--- config.mk ---
export PLATFORM = sky130hd
export DESIGN_NAME = traffic_light_phase_controller_core
export DESIGN_NICKNAME = d
export VERILOG_FILES = /design/src/rtl/tlpc_pkg.sv /design/src/rtl/tlpc_cfg_regs.sv /design/src/rtl/tlpc_step.sv /design/src/rtl/traffic_light_phase_controller_core.sv
export SDC_FILE = /design/constraint.sdc
export NUM_CORES = 1
export LEC_CHECK = 0
export BUFFER_PORTS_ARGS = -buffer_cell sky130_fd_sc_hd__clkbuf_2
export CORE_AREA = 2 2 179 181
export CTS_BUF_LIST = sky130_fd_sc_hd__clkbuf_8
export CTS_CLUSTER_SIZE = 14
export DETAILED_ROUTE_END_ITERATION = 16
export DIE_AREA = 0 0 181 183
export HOLD_SLACK_MARGIN = 0.05
export SYNTH_ARGS = -nofsm -noshare
export SYNTH_HDL_FRONTEND = slang
export SYNTH_SLANG_ARGS = --single-unit
--- constraint.sdc ---
create_clock -name clk -period 6.2 [get_ports clk]
set_input_delay 1.24 -clock clk [delete_from_list [all_inputs] [get_ports clk]]
set_output_delay 1.24 -clock clk [all_outputs]
set_load 0.05 [all_outputs]
--- src/rtl/tlpc_pkg.sv ---
package tlpc_pkg;

	localparam int COUNT_WIDTH_DEF = 32;
	localparam int REG_WIDTH       = 16;
	localparam int TIME_WIDTH      = 32;
	localparam int CFG_IDX_WIDTH   = 3;
	localparam int IN_TDATA_WIDTH  = 8;
	localparam int IN_TUSER_WIDTH  = 2;
	localparam int OUT_TDATA_WIDTH = 40;

	// phase codes as reported on the result word
	localparam logic [2:0] PH_RED         = 3'd0;
	localparam logic [2:0] PH_RED_YELLOW  = 3'd1;
	localparam logic [2:0] PH_GREEN       = 3'd2;
	localparam logic [2:0] PH_GREEN_BLINK = 3'd3;
	localparam logic [2:0] PH_YELLOW      = 3'd4;
	localparam logic [2:0] PH_NIGHT       = 3'd5;

	// input word kinds
	localparam logic [1:0] REQ_TICK  = 2'd0;
	localparam logic [1:0] REQ_PED   = 2'd1;
	localparam logic [1:0] REQ_NIGHT = 2'd2;

	// register indexes
	localparam logic [2:0] REG_RED_TIME           = 3'd0;
	localparam logic [2:0] REG_RED_YELLOW_TIME    = 3'd1;
	localparam logic [2:0] REG_GREEN_TIME         = 3'd2;
	localparam logic [2:0] REG_GREEN_BLINK_TIME   = 3'd3;
	localparam logic [2:0] REG_YELLOW_TIME        = 3'd4;
	localparam logic [2:0] REG_PED_MIN_RED_TIME   = 3'd5;
	localparam logic [2:0] REG_GREEN_BLINK_PERIOD = 3'd6;
	localparam logic [2:0] REG_NIGHT_BLINK_PERIOD = 3'd7;

	localparam logic [15:0] RST_RED_TIME           = 16'd10000;
	localparam logic [15:0] RST_RED_YELLOW_TIME    = 16'd2000;
	localparam logic [15:0] RST_GREEN_TIME         = 16'd10000;
	localparam logic [15:0] RST_GREEN_BLINK_TIME   = 16'd3000;
	localparam logic [15:0] RST_YELLOW_TIME        = 16'd3000;
	localparam logic [15:0] RST_PED_MIN_RED_TIME   = 16'd3000;
	localparam logic [15:0] RST_GREEN_BLINK_PERIOD = 16'd500;
	localparam logic [15:0] RST_NIGHT_BLINK_PERIOD = 16'd500;

	typedef struct packed {
		logic [15:0] red_time;
		logic [15:0] red_yellow_time;
		logic [15:0] green_time;
		logic [15:0] green_blink_time;
		logic [15:0] yellow_time;
		logic [15:0] ped_min_red_time;
		logic [15:0] green_blink_period;
		logic [15:0] night_blink_period;
	} cfg_t;

	typedef struct packed {
		logic [2:0] phase;
		logic       blink_lit;
		logic       request_waiting;
	} ctrl_t;

	typedef struct packed {
		logic       red_lamp;
		logic       yellow_lamp;
		logic       green_lamp;
		logic [2:0] phase;
		logic       ped_pending;
	} status_t;

endpackage

--- src/rtl/tlpc_cfg_regs.sv ---
module tlpc_cfg_regs (
	input  logic                                 clk,
	input  logic                                 arst_n,
	input  logic                                 wr_en,
	input  logic [tlpc_pkg::CFG_IDX_WIDTH-1:0]   wr_index,
	input  logic [tlpc_pkg::REG_WIDTH-1:0]       wr_data,
	output tlpc_pkg::cfg_t                       cfg
);

	tlpc_pkg::cfg_t cfg_q;

	always_ff @(posedge clk or negedge arst_n) begin
		if (!arst_n) begin
			cfg_q.red_time           <= tlpc_pkg::RST_RED_TIME;
			cfg_q.red_yellow_time    <= tlpc_pkg::RST_RED_YELLOW_TIME;
			cfg_q.green_time         <= tlpc_pkg::RST_GREEN_TIME;
			cfg_q.green_blink_time   <= tlpc_pkg::RST_GREEN_BLINK_TIME;
			cfg_q.yellow_time        <= tlpc_pkg::RST_YELLOW_TIME;
			cfg_q.ped_min_red_time   <= tlpc_pkg::RST_PED_MIN_RED_TIME;
			cfg_q.green_blink_period <= tlpc_pkg::RST_GREEN_BLINK_PERIOD;
			cfg_q.night_blink_period <= tlpc_pkg::RST_NIGHT_BLINK_PERIOD;
		end else if (wr_en) begin
			case (wr_index)
				tlpc_pkg::REG_RED_TIME:           cfg_q.red_time           <= wr_data;
				tlpc_pkg::REG_RED_YELLOW_TIME:    cfg_q.red_yellow_time    <= wr_data;
				tlpc_pkg::REG_GREEN_TIME:         cfg_q.green_time         <= wr_data;
				tlpc_pkg::REG_GREEN_BLINK_TIME:   cfg_q.green_blink_time   <= wr_data;
				tlpc_pkg::REG_YELLOW_TIME:        cfg_q.yellow_time        <= wr_data;
				tlpc_pkg::REG_PED_MIN_RED_TIME:   cfg_q.ped_min_red_time   <= wr_data;
				tlpc_pkg::REG_GREEN_BLINK_PERIOD: cfg_q.green_blink_period <= wr_data;
				tlpc_pkg::REG_NIGHT_BLINK_PERIOD: cfg_q.night_blink_period <= wr_data;
				default: ;
			endcase
		end
	end

	assign cfg = cfg_q;

endmodule

--- src/rtl/tlpc_step.sv ---
module tlpc_step #(
	parameter int COUNT_WIDTH = tlpc_pkg::COUNT_WIDTH_DEF
) (
	input  tlpc_pkg::cfg_t          cfg,
	input  logic [1:0]              req_type,
	input  logic                    night_on,
	input  tlpc_pkg::ctrl_t         cur,
	input  logic [COUNT_WIDTH-1:0]  cur_phase_ticks,
	input  logic [COUNT_WIDTH-1:0]  cur_blink_ticks,
	output tlpc_pkg::ctrl_t         nxt,
	output logic [COUNT_WIDTH-1:0]  nxt_phase_ticks,
	output logic [COUNT_WIDTH-1:0]  nxt_blink_ticks,
	output tlpc_pkg::status_t       status
);

	logic [COUNT_WIDTH-1:0] pt_inc;
	logic [COUNT_WIDTH-1:0] bt_inc;
	logic [COUNT_WIDTH-1:0] duration;
	logic [COUNT_WIDTH-1:0] blink_period;
	logic [COUNT_WIDTH-1:0] ped_min;
	logic [2:0]             next_phase;

	// saturating counters
	assign pt_inc = (&cur_phase_ticks) ? cur_phase_ticks : cur_phase_ticks + 1'b1;
	assign bt_inc = (&cur_blink_ticks) ? cur_blink_ticks : cur_blink_ticks + 1'b1;
	assign ped_min = COUNT_WIDTH'(cfg.ped_min_red_time);
	assign blink_period = (cur.phase == tlpc_pkg::PH_GREEN_BLINK) ?
		COUNT_WIDTH'(cfg.green_blink_period) : COUNT_WIDTH'(cfg.night_blink_period);

	always_comb begin
		case (cur.phase)
			tlpc_pkg::PH_RED: begin
				duration   = COUNT_WIDTH'(cfg.red_time);
				next_phase = tlpc_pkg::PH_RED_YELLOW;
			end
			tlpc_pkg::PH_RED_YELLOW: begin
				duration   = COUNT_WIDTH'(cfg.red_yellow_time);
				next_phase = tlpc_pkg::PH_GREEN;
			end
			tlpc_pkg::PH_GREEN: begin
				duration   = COUNT_WIDTH'(cfg.green_time);
				next_phase = tlpc_pkg::PH_GREEN_BLINK;
			end
			tlpc_pkg::PH_GREEN_BLINK: begin
				duration   = COUNT_WIDTH'(cfg.green_blink_time);
				next_phase = tlpc_pkg::PH_YELLOW;
			end
			tlpc_pkg::PH_YELLOW: begin
				duration   = COUNT_WIDTH'(cfg.yellow_time);
				next_phase = tlpc_pkg::PH_RED;
			end
			default: begin
				duration   = COUNT_WIDTH'(cfg.red_time);
				next_phase = tlpc_pkg::PH_RED;
			end
		endcase
	end

	always_comb begin
		nxt             = cur;
		nxt_phase_ticks = cur_phase_ticks;
		nxt_blink_ticks = cur_blink_ticks;
		case (req_type)
			tlpc_pkg::REQ_TICK: begin
				nxt_phase_ticks = pt_inc;
				nxt_blink_ticks = bt_inc;
				if (cur.phase inside {tlpc_pkg::PH_GREEN_BLINK, tlpc_pkg::PH_NIGHT}) begin
					if (bt_inc >= blink_period) begin
						nxt_blink_ticks = '0;
						nxt.blink_lit   = ~cur.blink_lit;
					end
				end
				if (cur.phase != tlpc_pkg::PH_NIGHT) begin
					// pedestrian cut of red has priority over the normal timeout
					if (cur.request_waiting && cur.phase == tlpc_pkg::PH_RED &&
					    pt_inc >= ped_min) begin
						nxt.request_waiting = 1'b0;
						nxt.phase           = tlpc_pkg::PH_RED_YELLOW;
						nxt.blink_lit       = 1'b1;
						nxt_phase_ticks     = '0;
						nxt_blink_ticks     = '0;
					end else if (pt_inc >= duration) begin
						if (cur.phase == tlpc_pkg::PH_GREEN)
							nxt.request_waiting = 1'b0;
						nxt.phase       = next_phase;
						nxt.blink_lit   = 1'b1;
						nxt_phase_ticks = '0;
						nxt_blink_ticks = '0;
					end
				end
			end
			tlpc_pkg::REQ_PED: begin
				if (cur.phase != tlpc_pkg::PH_NIGHT)
					nxt.request_waiting = 1'b1;
			end
			tlpc_pkg::REQ_NIGHT: begin
				if (night_on) begin
					nxt.request_waiting = 1'b0;
					nxt.phase           = tlpc_pkg::PH_NIGHT;
				end else begin
					nxt.phase = tlpc_pkg::PH_RED;
				end
				nxt.blink_lit   = 1'b1;
				nxt_phase_ticks = '0;
				nxt_blink_ticks = '0;
			end
			default: ;
		endcase
	end

	// lamps follow the state after the word
	always_comb begin
		status.red_lamp    = 1'b0;
		status.yellow_lamp = 1'b0;
		status.green_lamp  = 1'b0;
		status.phase       = nxt.phase;
		status.ped_pending = nxt.request_waiting;
		case (nxt.phase)
			tlpc_pkg::PH_RED:         status.red_lamp = 1'b1;
			tlpc_pkg::PH_RED_YELLOW: begin
				status.red_lamp    = 1'b1;
				status.yellow_lamp = 1'b1;
			end
			tlpc_pkg::PH_GREEN:       status.green_lamp  = 1'b1;
			tlpc_pkg::PH_GREEN_BLINK: status.green_lamp  = nxt.blink_lit;
			tlpc_pkg::PH_YELLOW:      status.yellow_lamp = 1'b1;
			default:                  status.yellow_lamp = nxt.blink_lit;
		endcase
	end

endmodule

--- src/rtl/traffic_light_phase_controller_core.sv ---
// channel   direction  handshake                    payload
// s_axis    in         s_axis_tvalid/s_axis_tready  tuser req_type, tdata night_on
// m_axis    out        m_axis_tvalid/m_axis_tready  tdata lamps, phase, time, pending
// cfg       in         cfg_valid/cfg_ready          cfg_index, cfg_data
//
// one word per cycle while m_axis_tready stays high; each word is registered at the
// input, then a single pass of compare and counter logic updates the phase state and
// fills the result register, from which the result is presented on m_axis
// reset puts the lights in red with counters at zero and registers at their defaults
// m_axis_tready low holds the result; one more word waits in the input register,
// after which s_axis_tready drops; cfg_ready is always high
module traffic_light_phase_controller_core #(
	parameter int COUNT_WIDTH = tlpc_pkg::COUNT_WIDTH_DEF
) (
	input  logic                                   clk,
	input  logic                                   arst_n,
	input  logic                                   s_axis_tvalid,
	output logic                                   s_axis_tready,
	// [0] night_on, [7:1] zero
	input  logic [tlpc_pkg::IN_TDATA_WIDTH-1:0]    s_axis_tdata,
	// [1:0] req_type
	input  logic [tlpc_pkg::IN_TUSER_WIDTH-1:0]    s_axis_tuser,
	output logic                                   m_axis_tvalid,
	input  logic                                   m_axis_tready,
	// [0] red_lamp, [1] yellow_lamp, [2] green_lamp, [5:3] phase,
	// [37:6] time_in_phase, [38] ped_pending, [39] zero
	output logic [tlpc_pkg::OUT_TDATA_WIDTH-1:0]   m_axis_tdata,
	input  logic                                   cfg_valid,
	output logic                                   cfg_ready,
	input  logic [tlpc_pkg::CFG_IDX_WIDTH-1:0]     cfg_index,
	input  logic [tlpc_pkg::REG_WIDTH-1:0]         cfg_data
);

	tlpc_pkg::cfg_t    cfg;
	tlpc_pkg::ctrl_t   ctrl_q;
	tlpc_pkg::ctrl_t   ctrl_nxt;
	tlpc_pkg::status_t status;

	logic                   valid_s1;
	logic [1:0]             req_type_s1;
	logic                   night_on_s1;
	logic [COUNT_WIDTH-1:0] phase_ticks_q;
	logic [COUNT_WIDTH-1:0] blink_ticks_q;
	logic [COUNT_WIDTH-1:0] phase_ticks_nxt;
	logic [COUNT_WIDTH-1:0] blink_ticks_nxt;
	logic                   out_valid_q;
	logic [tlpc_pkg::OUT_TDATA_WIDTH-1:0] out_data_q;
	logic                   s_accept;
	logic                   advance;

	assign cfg_ready = 1'b1;

	tlpc_cfg_regs u_cfg (
		.clk      (clk),
		.arst_n   (arst_n),
		.wr_en    (cfg_valid && cfg_ready),
		.wr_index (cfg_index),
		.wr_data  (cfg_data),
		.cfg      (cfg)
	);

	assign advance       = valid_s1 && (!out_valid_q || m_axis_tready);
	assign s_axis_tready = !valid_s1 || advance;
	assign s_accept      = s_axis_tvalid && s_axis_tready;

	always_ff @(posedge clk or negedge arst_n) begin
		if (!arst_n)
			valid_s1 <= 1'b0;
		else if (s_accept)
			valid_s1 <= 1'b1;
		else if (advance)
			valid_s1 <= 1'b0;
	end

	always_ff @(posedge clk) begin
		if (s_accept) begin
			req_type_s1 <= s_axis_tuser[1:0];
			night_on_s1 <= s_axis_tdata[0];
		end
	end

	tlpc_step #(
		.COUNT_WIDTH (COUNT_WIDTH)
	) u_step (
		.cfg             (cfg),
		.req_type        (req_type_s1),
		.night_on        (night_on_s1),
		.cur             (ctrl_q),
		.cur_phase_ticks (phase_ticks_q),
		.cur_blink_ticks (blink_ticks_q),
		.nxt             (ctrl_nxt),
		.nxt_phase_ticks (phase_ticks_nxt),
		.nxt_blink_ticks (blink_ticks_nxt),
		.status          (status)
	);

	always_ff @(posedge clk or negedge arst_n) begin
		if (!arst_n) begin
			ctrl_q.phase           <= tlpc_pkg::PH_RED;
			ctrl_q.blink_lit       <= 1'b1;
			ctrl_q.request_waiting <= 1'b0;
			phase_ticks_q          <= '0;
			blink_ticks_q          <= '0;
		end else if (advance) begin
			ctrl_q        <= ctrl_nxt;
			phase_ticks_q <= phase_ticks_nxt;
			blink_ticks_q <= blink_ticks_nxt;
		end
	end

	always_ff @(posedge clk or negedge arst_n) begin
		if (!arst_n)
			out_valid_q <= 1'b0;
		else if (advance)
			out_valid_q <= 1'b1;
		else if (m_axis_tready)
			out_valid_q <= 1'b0;
	end

	always_ff @(posedge clk) begin
		if (advance)
			out_data_q <= {1'b0, status.ped_pending,
				tlpc_pkg::TIME_WIDTH'(phase_ticks_nxt), status.phase,
				status.green_lamp, status.yellow_lamp, status.red_lamp};
	end

	assign m_axis_tvalid = out_valid_q;
	assign m_axis_tdata  = out_data_q;

	// no pending request survives into night
	a_no_ped_at_night: assert property (@(posedge clk) disable iff (!arst_n)
		!(ctrl_q.phase == tlpc_pkg::PH_NIGHT && ctrl_q.request_waiting))
		else $error("pedestrian request pending in night phase");

	// input side stalls only when both stages are full and the output is held
	a_ready_stall: assert property (@(posedge clk) disable iff (!arst_n)
		!s_axis_tready |-> (valid_s1 && out_valid_q && !m_axis_tready))
		else $error("input stalled without a full pipeline");

	// an accepted word sits in the input register on the next cycle
	a_accept_loads: assert property (@(posedge clk) disable iff (!arst_n)
		s_accept |=> valid_s1)
		else $error("accepted word lost at input register");

	// red and green are never lit together on a delivered word
	a_lamp_exclusive: assert property (@(posedge clk) disable iff (!arst_n)
		m_axis_tvalid |-> !(m_axis_tdata[0] && m_axis_tdata[2]))
		else $error("red and green lamps lit together");

endmodule
==> summary.txt, run 1 <==
Status
  • Outcome: complete, no violations

Timing
  • Worst Hold Slack: 0.503 ns
  • Period utilisation layout: between 90 and 100%
  • Finish-stage setup viols: 0
  • Max Freq: 172 MHz
  • Tightest Pin Transition: 1.20 ns
  • RSZ-0062 raised after global routing: false
  • Hold Vio Cnt, Final: 0
  • Final worst slack: 0.403 ns
  • Slew margin rel.: between 10% and 20%
  • Slew Viols, Final: 0
  • Setup TNS: 0 ns
  • Min Tclk post-route: 5.80 ns
  • Worst Clk Skew: around 0.028 ns

Worst setup path
  • Startpoint Class: flip-flop
  • CP required: 6.54 ns
  • Maximum fanout along the worst path: 17
  • Class of the most critical setup path: flip-flop to flip-flop
  • Setup crit end kind: flip-flop
  • Data arrival, critical path: 6.13 ns

Clock network
  • Setup Buffers After CTS: 0
  • TritonCTS clock tree: yes
  • Total CTS buffers: 45
  • Number of hold buffers added after CTS: 0
  • CTS clk-pin slew, worst paths: roughly 0.060 ns
  • Later-pin clock latency in the skew report: 0.57 ns
  • Max H-tree Level: 2
  • Clk sinks: 241
  • CTS Buffer Depth: 3
  • Root Buffer: clkbuf_8

Finish
  • Share of post-route cells with drive strength above 1: a little over a quarter
  • Syn-to-layout area delta: 13.2%
  • Antenna diodes: 0
  • Commonest cells after routing, fill and taps aside: dfrtp_1 (149), mux2_2 (137), nand2_1 (133)
  • Commonest non-fill, non-tap cell in the layout: dfrtp_1
  • Fillers: a little under 3000
  • Final #Nets: between 1000 and 1500

Routing
  • Starting DRT DRC Count: 662
  • Post-route ant nets: 0
  • Via count: 10900
  • Drc violations: 0
  • Routed wire length: 36900 um
  • DR vias/cell: 5.91
  • Routed len/inst: ~20 um
  • First-pass detailed-route iteration total: 5

Place
  • Placement Setup Slack: a little over 0.4 ns
  • Placer Congestion: between 0.9 and 1
  • Port Buffers: 67
  • Detailed Place HPWL: 25600 um

Synthesis
  • Yosys warning count: 0
  • Most area-consuming cells after synthesis: dfrtp_1 (27%), mux2_2 (11%), dfstp_2 (9.5%)
  • Register area share after synthesis: about 46%
  • Yosys top cell by area: dfrtp_1
  • Syn Inst Count: 1340
  • Post-Syn Nets: 1422
  • Post-synth ARST share: 82.6%
  • Mapped Area: 13800 um2
  • Seq cells post-synth: around 240
  • Synth Flop Type: dfrtp_1
  • Post-synthesis cell type count: 79
  • Number of synthesized flops with an enable pin: 42
  • Syn Area/Cell: 10.3 um2
  • Area share of the largest cell type after synthesis: 27.0%

Die
  • Std cell rows: 65
  • Die W: 181 um
  • I/O pins: 77
  • Initial core utilization: 44.2%
  • Die area: 33100 um2
  • Core footprint: 31200 um2
  • Die span in y: between 150 and 200 um

Run
  • Max-Cap Viols: 0

Power
  • Peak supply drop: 211 uV
  • Leak Pwr: roughly 6.9 nW
  • Tot Pwr: 4.91 mW
  • Pwr dens: 314 nW/um2

Global route
  • Largest net degree at the start of global routing: 92
  • Total grt overflow: 0
  • Global-route wire length before repair: about 59000 um
  • Vias in the first global route: 10600
  • Initial antenna violation count: 0
  • Total GRT Usage: 22.5%

Hold path
  • Worst min path class: flip-flop to flip-flop
Yosys cell counts, drive strengths merged, types with 8 or more instances:
cell and number:
dfrtp 149, mux2 137, nand2 135, o21ai 83, nor2 61, clkbuf 59, a21oi 57, dfstp 50
ha 48, nor3 45, inv 44, edfxtp 42, nand3 41, a221oi 38, mux2i 27, nand4 26
a22o 25, a21o 23, buf 23, and3 20, xor2 18, xnor2 17, a31oi 14, nor4 14
o31ai 14, or3 14, and2 9, and4 8, nand2b 8, o211ai 8
kinds of logic (layout without fill, tap and decap cells):
logic type	Yosys count	in the layout	share of synthesized area [%]
AOI/OAI and AO/OA	313	313	15.4
xor gates and xnor gates	35	35	2.22
adders and majority gates	48	48	4.35
buffers and inverters	127	231	3.85
DFF	241	241	45.7
muxes	164	164	13.1
other	2	2	0.0544
and+or+nand+nor	410	410	15.3
area by class of cell:
class                   instances  area [um2]  area share (%)
repair buffers                102         607            3.88
well taps                     402         503            3.22
multi-input cells             972        7010            44.8
inverters                      45         169            1.08
clock buffers                  60         826            5.28
flip-flops and latches        241        6300            40.3
clock inverters                24         213            1.36
state kept, by name, summed over array words and instances, names as in the netlist, 2 cells and up:
name / flops
blink_ticks_q: 32
ctrl_q: 5
m_axis_tdata: 39
phase_ticks_q: 32
req_type_s1: 2
u_cfg.cfg: 128
path summary, 6_finish.rpt:
check                                       from           endpoint  slack (ns)  depth (start not counted)
worst max-delay path            phase_ticks_q[1]   m_axis_tdata[21]        0.40                         20
worst min-delay path               u_cfg.cfg[61]      u_cfg.cfg[61]        0.50                          1
worst max register to register  phase_ticks_q[1]   m_axis_tdata[21]        0.40                         20
worst min register to register     u_cfg.cfg[61]      u_cfg.cfg[61]        0.50                          1
max in group asynchronous                 arst_n  phase_ticks_q[31]        4.13                          2
min in group asynchronous                 arst_n      u_cfg.cfg[48]        0.77                          1
routing by layer:
| metal | vias to the layer above | wire length [um] | global-route usage [%] |
|---|---|---|---|
| met1 | 5423 | 16900 | 31.1 |
| met3 | 67 | 1700 | 3.30 |
| met4 | 0 | 971 | 6.80 |
| met5 | - | 0 | 0 |
| li1 | 5149 | - | - |
| met2 | 271 | 17300 | 36.7 |
power by group:
group | switching (mW) | internal (mW) | total [mW]
Combinational | 0.666 | 0.457 | 1.12
Clock | 0.698 | 1.04 | 1.73
Sequential | 0.145 | 1.91 | 2.05
timing repair:
item	in CTS	in global routing
resized for setup	0	1
hold endpoints to repair	0	0
setup endpoints to repair	0	12
critical path, cell delays in order, from the launching register on:
cell       delay [ns]
dfrtp_1          0.41
ha_1             0.21
nand3_1          0.15
or3_1            0.53
nor2_1           0.30
nand2_1          0.20
o21ai_0          0.38
nor2_1           0.10
xnor2_1          0.25
inv_1            0.11
ha_1             0.33
o2111ai_1        0.38
o22ai_1          0.19
nor4_1           0.46
nand3_1          0.16
buf_4            0.19
o31ai_2          0.36
nand2_1          0.15
buf_4            0.24
or3_1            0.31
o21ai_0          0.16
stage by stage:
stage	cells	instance area [um2]	util (%)
after floorplan	1340	13800	-
after global placement	1762	14600	46.7
after detailed placement	1762	14600	46.7
after CTS	1846	15600	50.0
after global routing	1846	15600	50.0
final	1846	15600	50.0
No activity file was read; power rests on OpenSTA's default activity.
==> run 2, diff against run 1 <==
--- a/config.mk
+++ b/config.mk
@@ -6,12 +6,13 @@
 export NUM_CORES = 1
 export LEC_CHECK = 0
 export BUFFER_PORTS_ARGS = -buffer_cell sky130_fd_sc_hd__clkbuf_2
-export CORE_AREA = 2 2 179 181
+export CORE_AREA = 2 2 181 183
 export CTS_BUF_LIST = sky130_fd_sc_hd__clkbuf_8
 export CTS_CLUSTER_SIZE = 14
 export DETAILED_ROUTE_END_ITERATION = 16
-export DIE_AREA = 0 0 181 183
+export DIE_AREA = 0 0 183 185
 export HOLD_SLACK_MARGIN = 0.05
 export SYNTH_ARGS = -nofsm -noshare
 export SYNTH_HDL_FRONTEND = slang
+export SYNTH_HIERARCHICAL = 1
 export SYNTH_SLANG_ARGS = --single-unit
==> run 2 against run 1 <==
  * Critical path depth is 2 lower
  * Die area increased by 2.2%
  * First-iteration DRC count grew 12%
  * Register-to-register slack improved by 0.02 ns
  * Clock skew increased by 0.0017 ns
  * Cell area grew 1.4%
  * Synthesized cell count shrank 4.7%
  * Clock power fell by 12%
  * Critical endpoint is now blink_ticks_q[19]
  * Largest cell class unchanged
==> summary.txt, run 2 <==
Status
  • Outcome: complete, no violations

Global route
  • Gr busiest metal: met2
  • Met1 GRT Util: 30.5%
  • Initial antenna violation count: 1
  • Total GRT Usage: a little over a fifth
  • Vias in the first global route: 10300
  • M3 GR Usage: approximately 3.4%
  • Largest net degree at the start of global routing: 113
  • Met2 usage: around a third
  • Total grt overflow: 0
  • Global-route wire length before repair: 57700 um

Place
  • Placement Setup Slack: 0.310 ns
  • DP Cell Count: 1706
  • Port Buffers: 67
  • Placed cell area: 14900 um2
  • Placer Congestion: 0.870
  • Detailed Place HPWL: 24900 um

Worst setup path
  • Setup crit end kind: flip-flop
  • Data arrival, critical path: roughly 6.3 ns
  • Startpoint Class: flip-flop
  • Class of the most critical setup path: flip-flop to flip-flop
  • CP required: 6.70 ns
  • Maximum fanout along the worst path: 20

Timing
  • Slew margin rel.: between 20% and 30%
  • Finish-stage setup viols: 0
  • Worst Clk Skew: 0.0298 ns
  • Hold Vio Cnt, Final: 0
  • Final worst slack: 0.418 ns
  • Slew Viols, Final: 0
  • Min Tclk post-route: just under 6 ns
  • Setup TNS: 0 ns
  • Worst Hold Slack: 0.503 ns
  • Tightest Pin Transition: 1.17 ns
  • Max Freq: 173 MHz
  • Period utilisation layout: 93.3%
  • RSZ-0062 raised after global routing: false

Routing
  • Routed len/inst: 20.1 um
  • Drc violations: 0
  • Starting DRT DRC Count: 740
  • Via count: between 10000 and 15000
  • Post-route ant nets: 0
  • Routed wire length: about 36000 um
  • DR vias/cell: 5.90
  • First-pass detailed-route iteration total: 5

Finish
  • Final #Nets: 1426
  • Commonest cells after routing, fill and taps aside: mux2_2 (199), dfrtp_1 (149), nand2_1 (86)
  • Antenna diodes: 0
  • Share of post-route cells with drive strength above 1: between 30% and 40%
  • Non-Filler Instances: 1788
  • Syn-to-layout area delta: 11.2%
  • Post-route cell area: ~16000 um2
  • Max reg flops: between 100 and 150
  • Commonest non-fill, non-tap cell in the layout: mux2_2
  • Final Util: 49.5%

Die
  • Die span in y: 185 um
  • Initial core utilization: 44.5%
  • Std cell rows: 66
  • Die area: 33900 um2
  • I/O pins: 77
  • Core footprint: 32000 um2
  • Die W: 183 um

Synthesis
  • Most area-consuming cells after synthesis: dfrtp_1 (26%), mux2_2 (16%), dfstp_2 (9.2%)
  • Seq cells post-synth: approximately 240
  • Synth top cells by count: mux2_2 (199), dfrtp_1 (149), nand2_1 (86)
  • Yosys warning count: 6
  • Area share of the largest cell type after synthesis: 26.2%
  • Syn Inst Count: approximately 1300
  • Number of synthesized flops with an enable pin: 42
  • Register area share after synthesis: between 40% and 50%
  • Mapped Area: 14300 um2
  • Post-synth ARST share: 82.6%
  • Yosys top cell by area: dfrtp_1
  • Syn Area/Cell: 11.2 um2
  • Synth Flop Type: dfrtp_1
  • Post-synthesis cell type count: a little under 90
  • Most frequent cell after synthesis: mux2_2
  • Post-Syn Nets: ~1400

Clock network
  • Later-pin clock latency in the skew report: around 0.57 ns
  • CTS clk-pin slew, worst paths: 0.06 ns
  • Total CTS buffers: 44
  • CTS Buffer Depth: 3
  • TritonCTS clock tree: yes
  • Max H-tree Level: 2
  • Clk sinks: 241
  • Root Buffer: clkbuf_8
  • Setup Buffers After CTS: 0

Power
  • Tot Pwr: 4.96 mW
  • Leak Pwr: 6.96 nW
  • Peak supply drop: 215 uV
  • Pwr dens: 313 nW/um2

Run
  • Max-Cap Viols: 0

Hold path
  • Worst min path class: flip-flop to flip-flop
[run 2: layout make-up]
| class | instances | area (um2) |
|---|---|---|
| Timing Repair Buffer | 104 | 622 |
| Inverter | 40 | 150 |
| Tap cell | 408 | 510 |
| Clock buffer | 58 | 798 |
| Sequential cell | 241 | 6300 |
| Clock inverter | 24 | 110 |
| Fill cell | 2923 | 16200 |
| Multi-Input combinational cell | 913 | 7350 |
[run 2: power by group]
group	switching (mW)	internal (mW)	total, mW	leakage (nW)
sequential	0.173	1.91	2.09	2.85
combinational	0.779	0.577	1.36	3.58
clock	0.681	0.840	1.52	0.532
[run 2: path summary, 6_finish.rpt]
check / from / endpoint / slack [ns] / cells past startpoint
min in group asynchronous: arst_n / u_cfg/cfg[17] / 0.80 / 1
max in group asynchronous: arst_n / u_cfg/cfg[30] / 4.14 / 2
max reg2reg: phase_ticks_q[20] / blink_ticks_q[19] / 0.42 / 18
min reg2reg: u_cfg/cfg[15] / u_cfg/cfg[15] / 0.50 / 1
min: u_cfg/cfg[15] / u_cfg/cfg[15] / 0.50 / 1
max: phase_ticks_q[20] / blink_ticks_q[19] / 0.42 / 18
[run 2: per-layer routing]
| metal | part of all wire (%) | wire [um] |
|---|---|---|
| met3 | 5.3 | 1900 |
| met5 | 0.031 | 11 |
| met2 | 45 | 16400 |
| met1 | 47 | 16800 |
| met4 | 2.5 | 893 |
[run 2: kinds of logic (layout without fill, tap and decap cells)]
logic type / after synthesis / in the layout / share of synthesized area [%]
AOI/OAI and AO/OA: 255 / 255 / 12.9
xor gates and xnor gates: 35 / 35 / 2.15
adders and majority gates: 48 / 48 / 4.21
buffers and inverters: 123 / 226 / 4.52
DFF: 241 / 241 / 44.2
muxes: 232 / 232 / 18.5
other: 2 / 2 / 0.0527
and+or+nand+nor: 341 / 341 / 13.4
[run 2: repair_timing]
action / CTS / global route
setup endpoints to repair: 0 / 67
hold buffers: 0 / 0
resized for setup: 0 / 2
[run 2: critical path, cell delays in order, from the launching register on]
cell      delay (ns)
dfrtp_1         0.48
nand3_1         0.27
nor4_4          0.47
nand3_1         0.33
nand4_1         0.26
nor2_1          0.08
xor2_1          0.30
ha_1            0.32
and3_1          0.19
o21ai_0         0.23
nand2_1         0.10
a311oi_1        0.21
o211ai_1        0.15
or4_1           0.63
o31a_2          0.52
or3_4           0.56
or3_1           0.38
o21ai_1         0.08
mux2_2          0.15
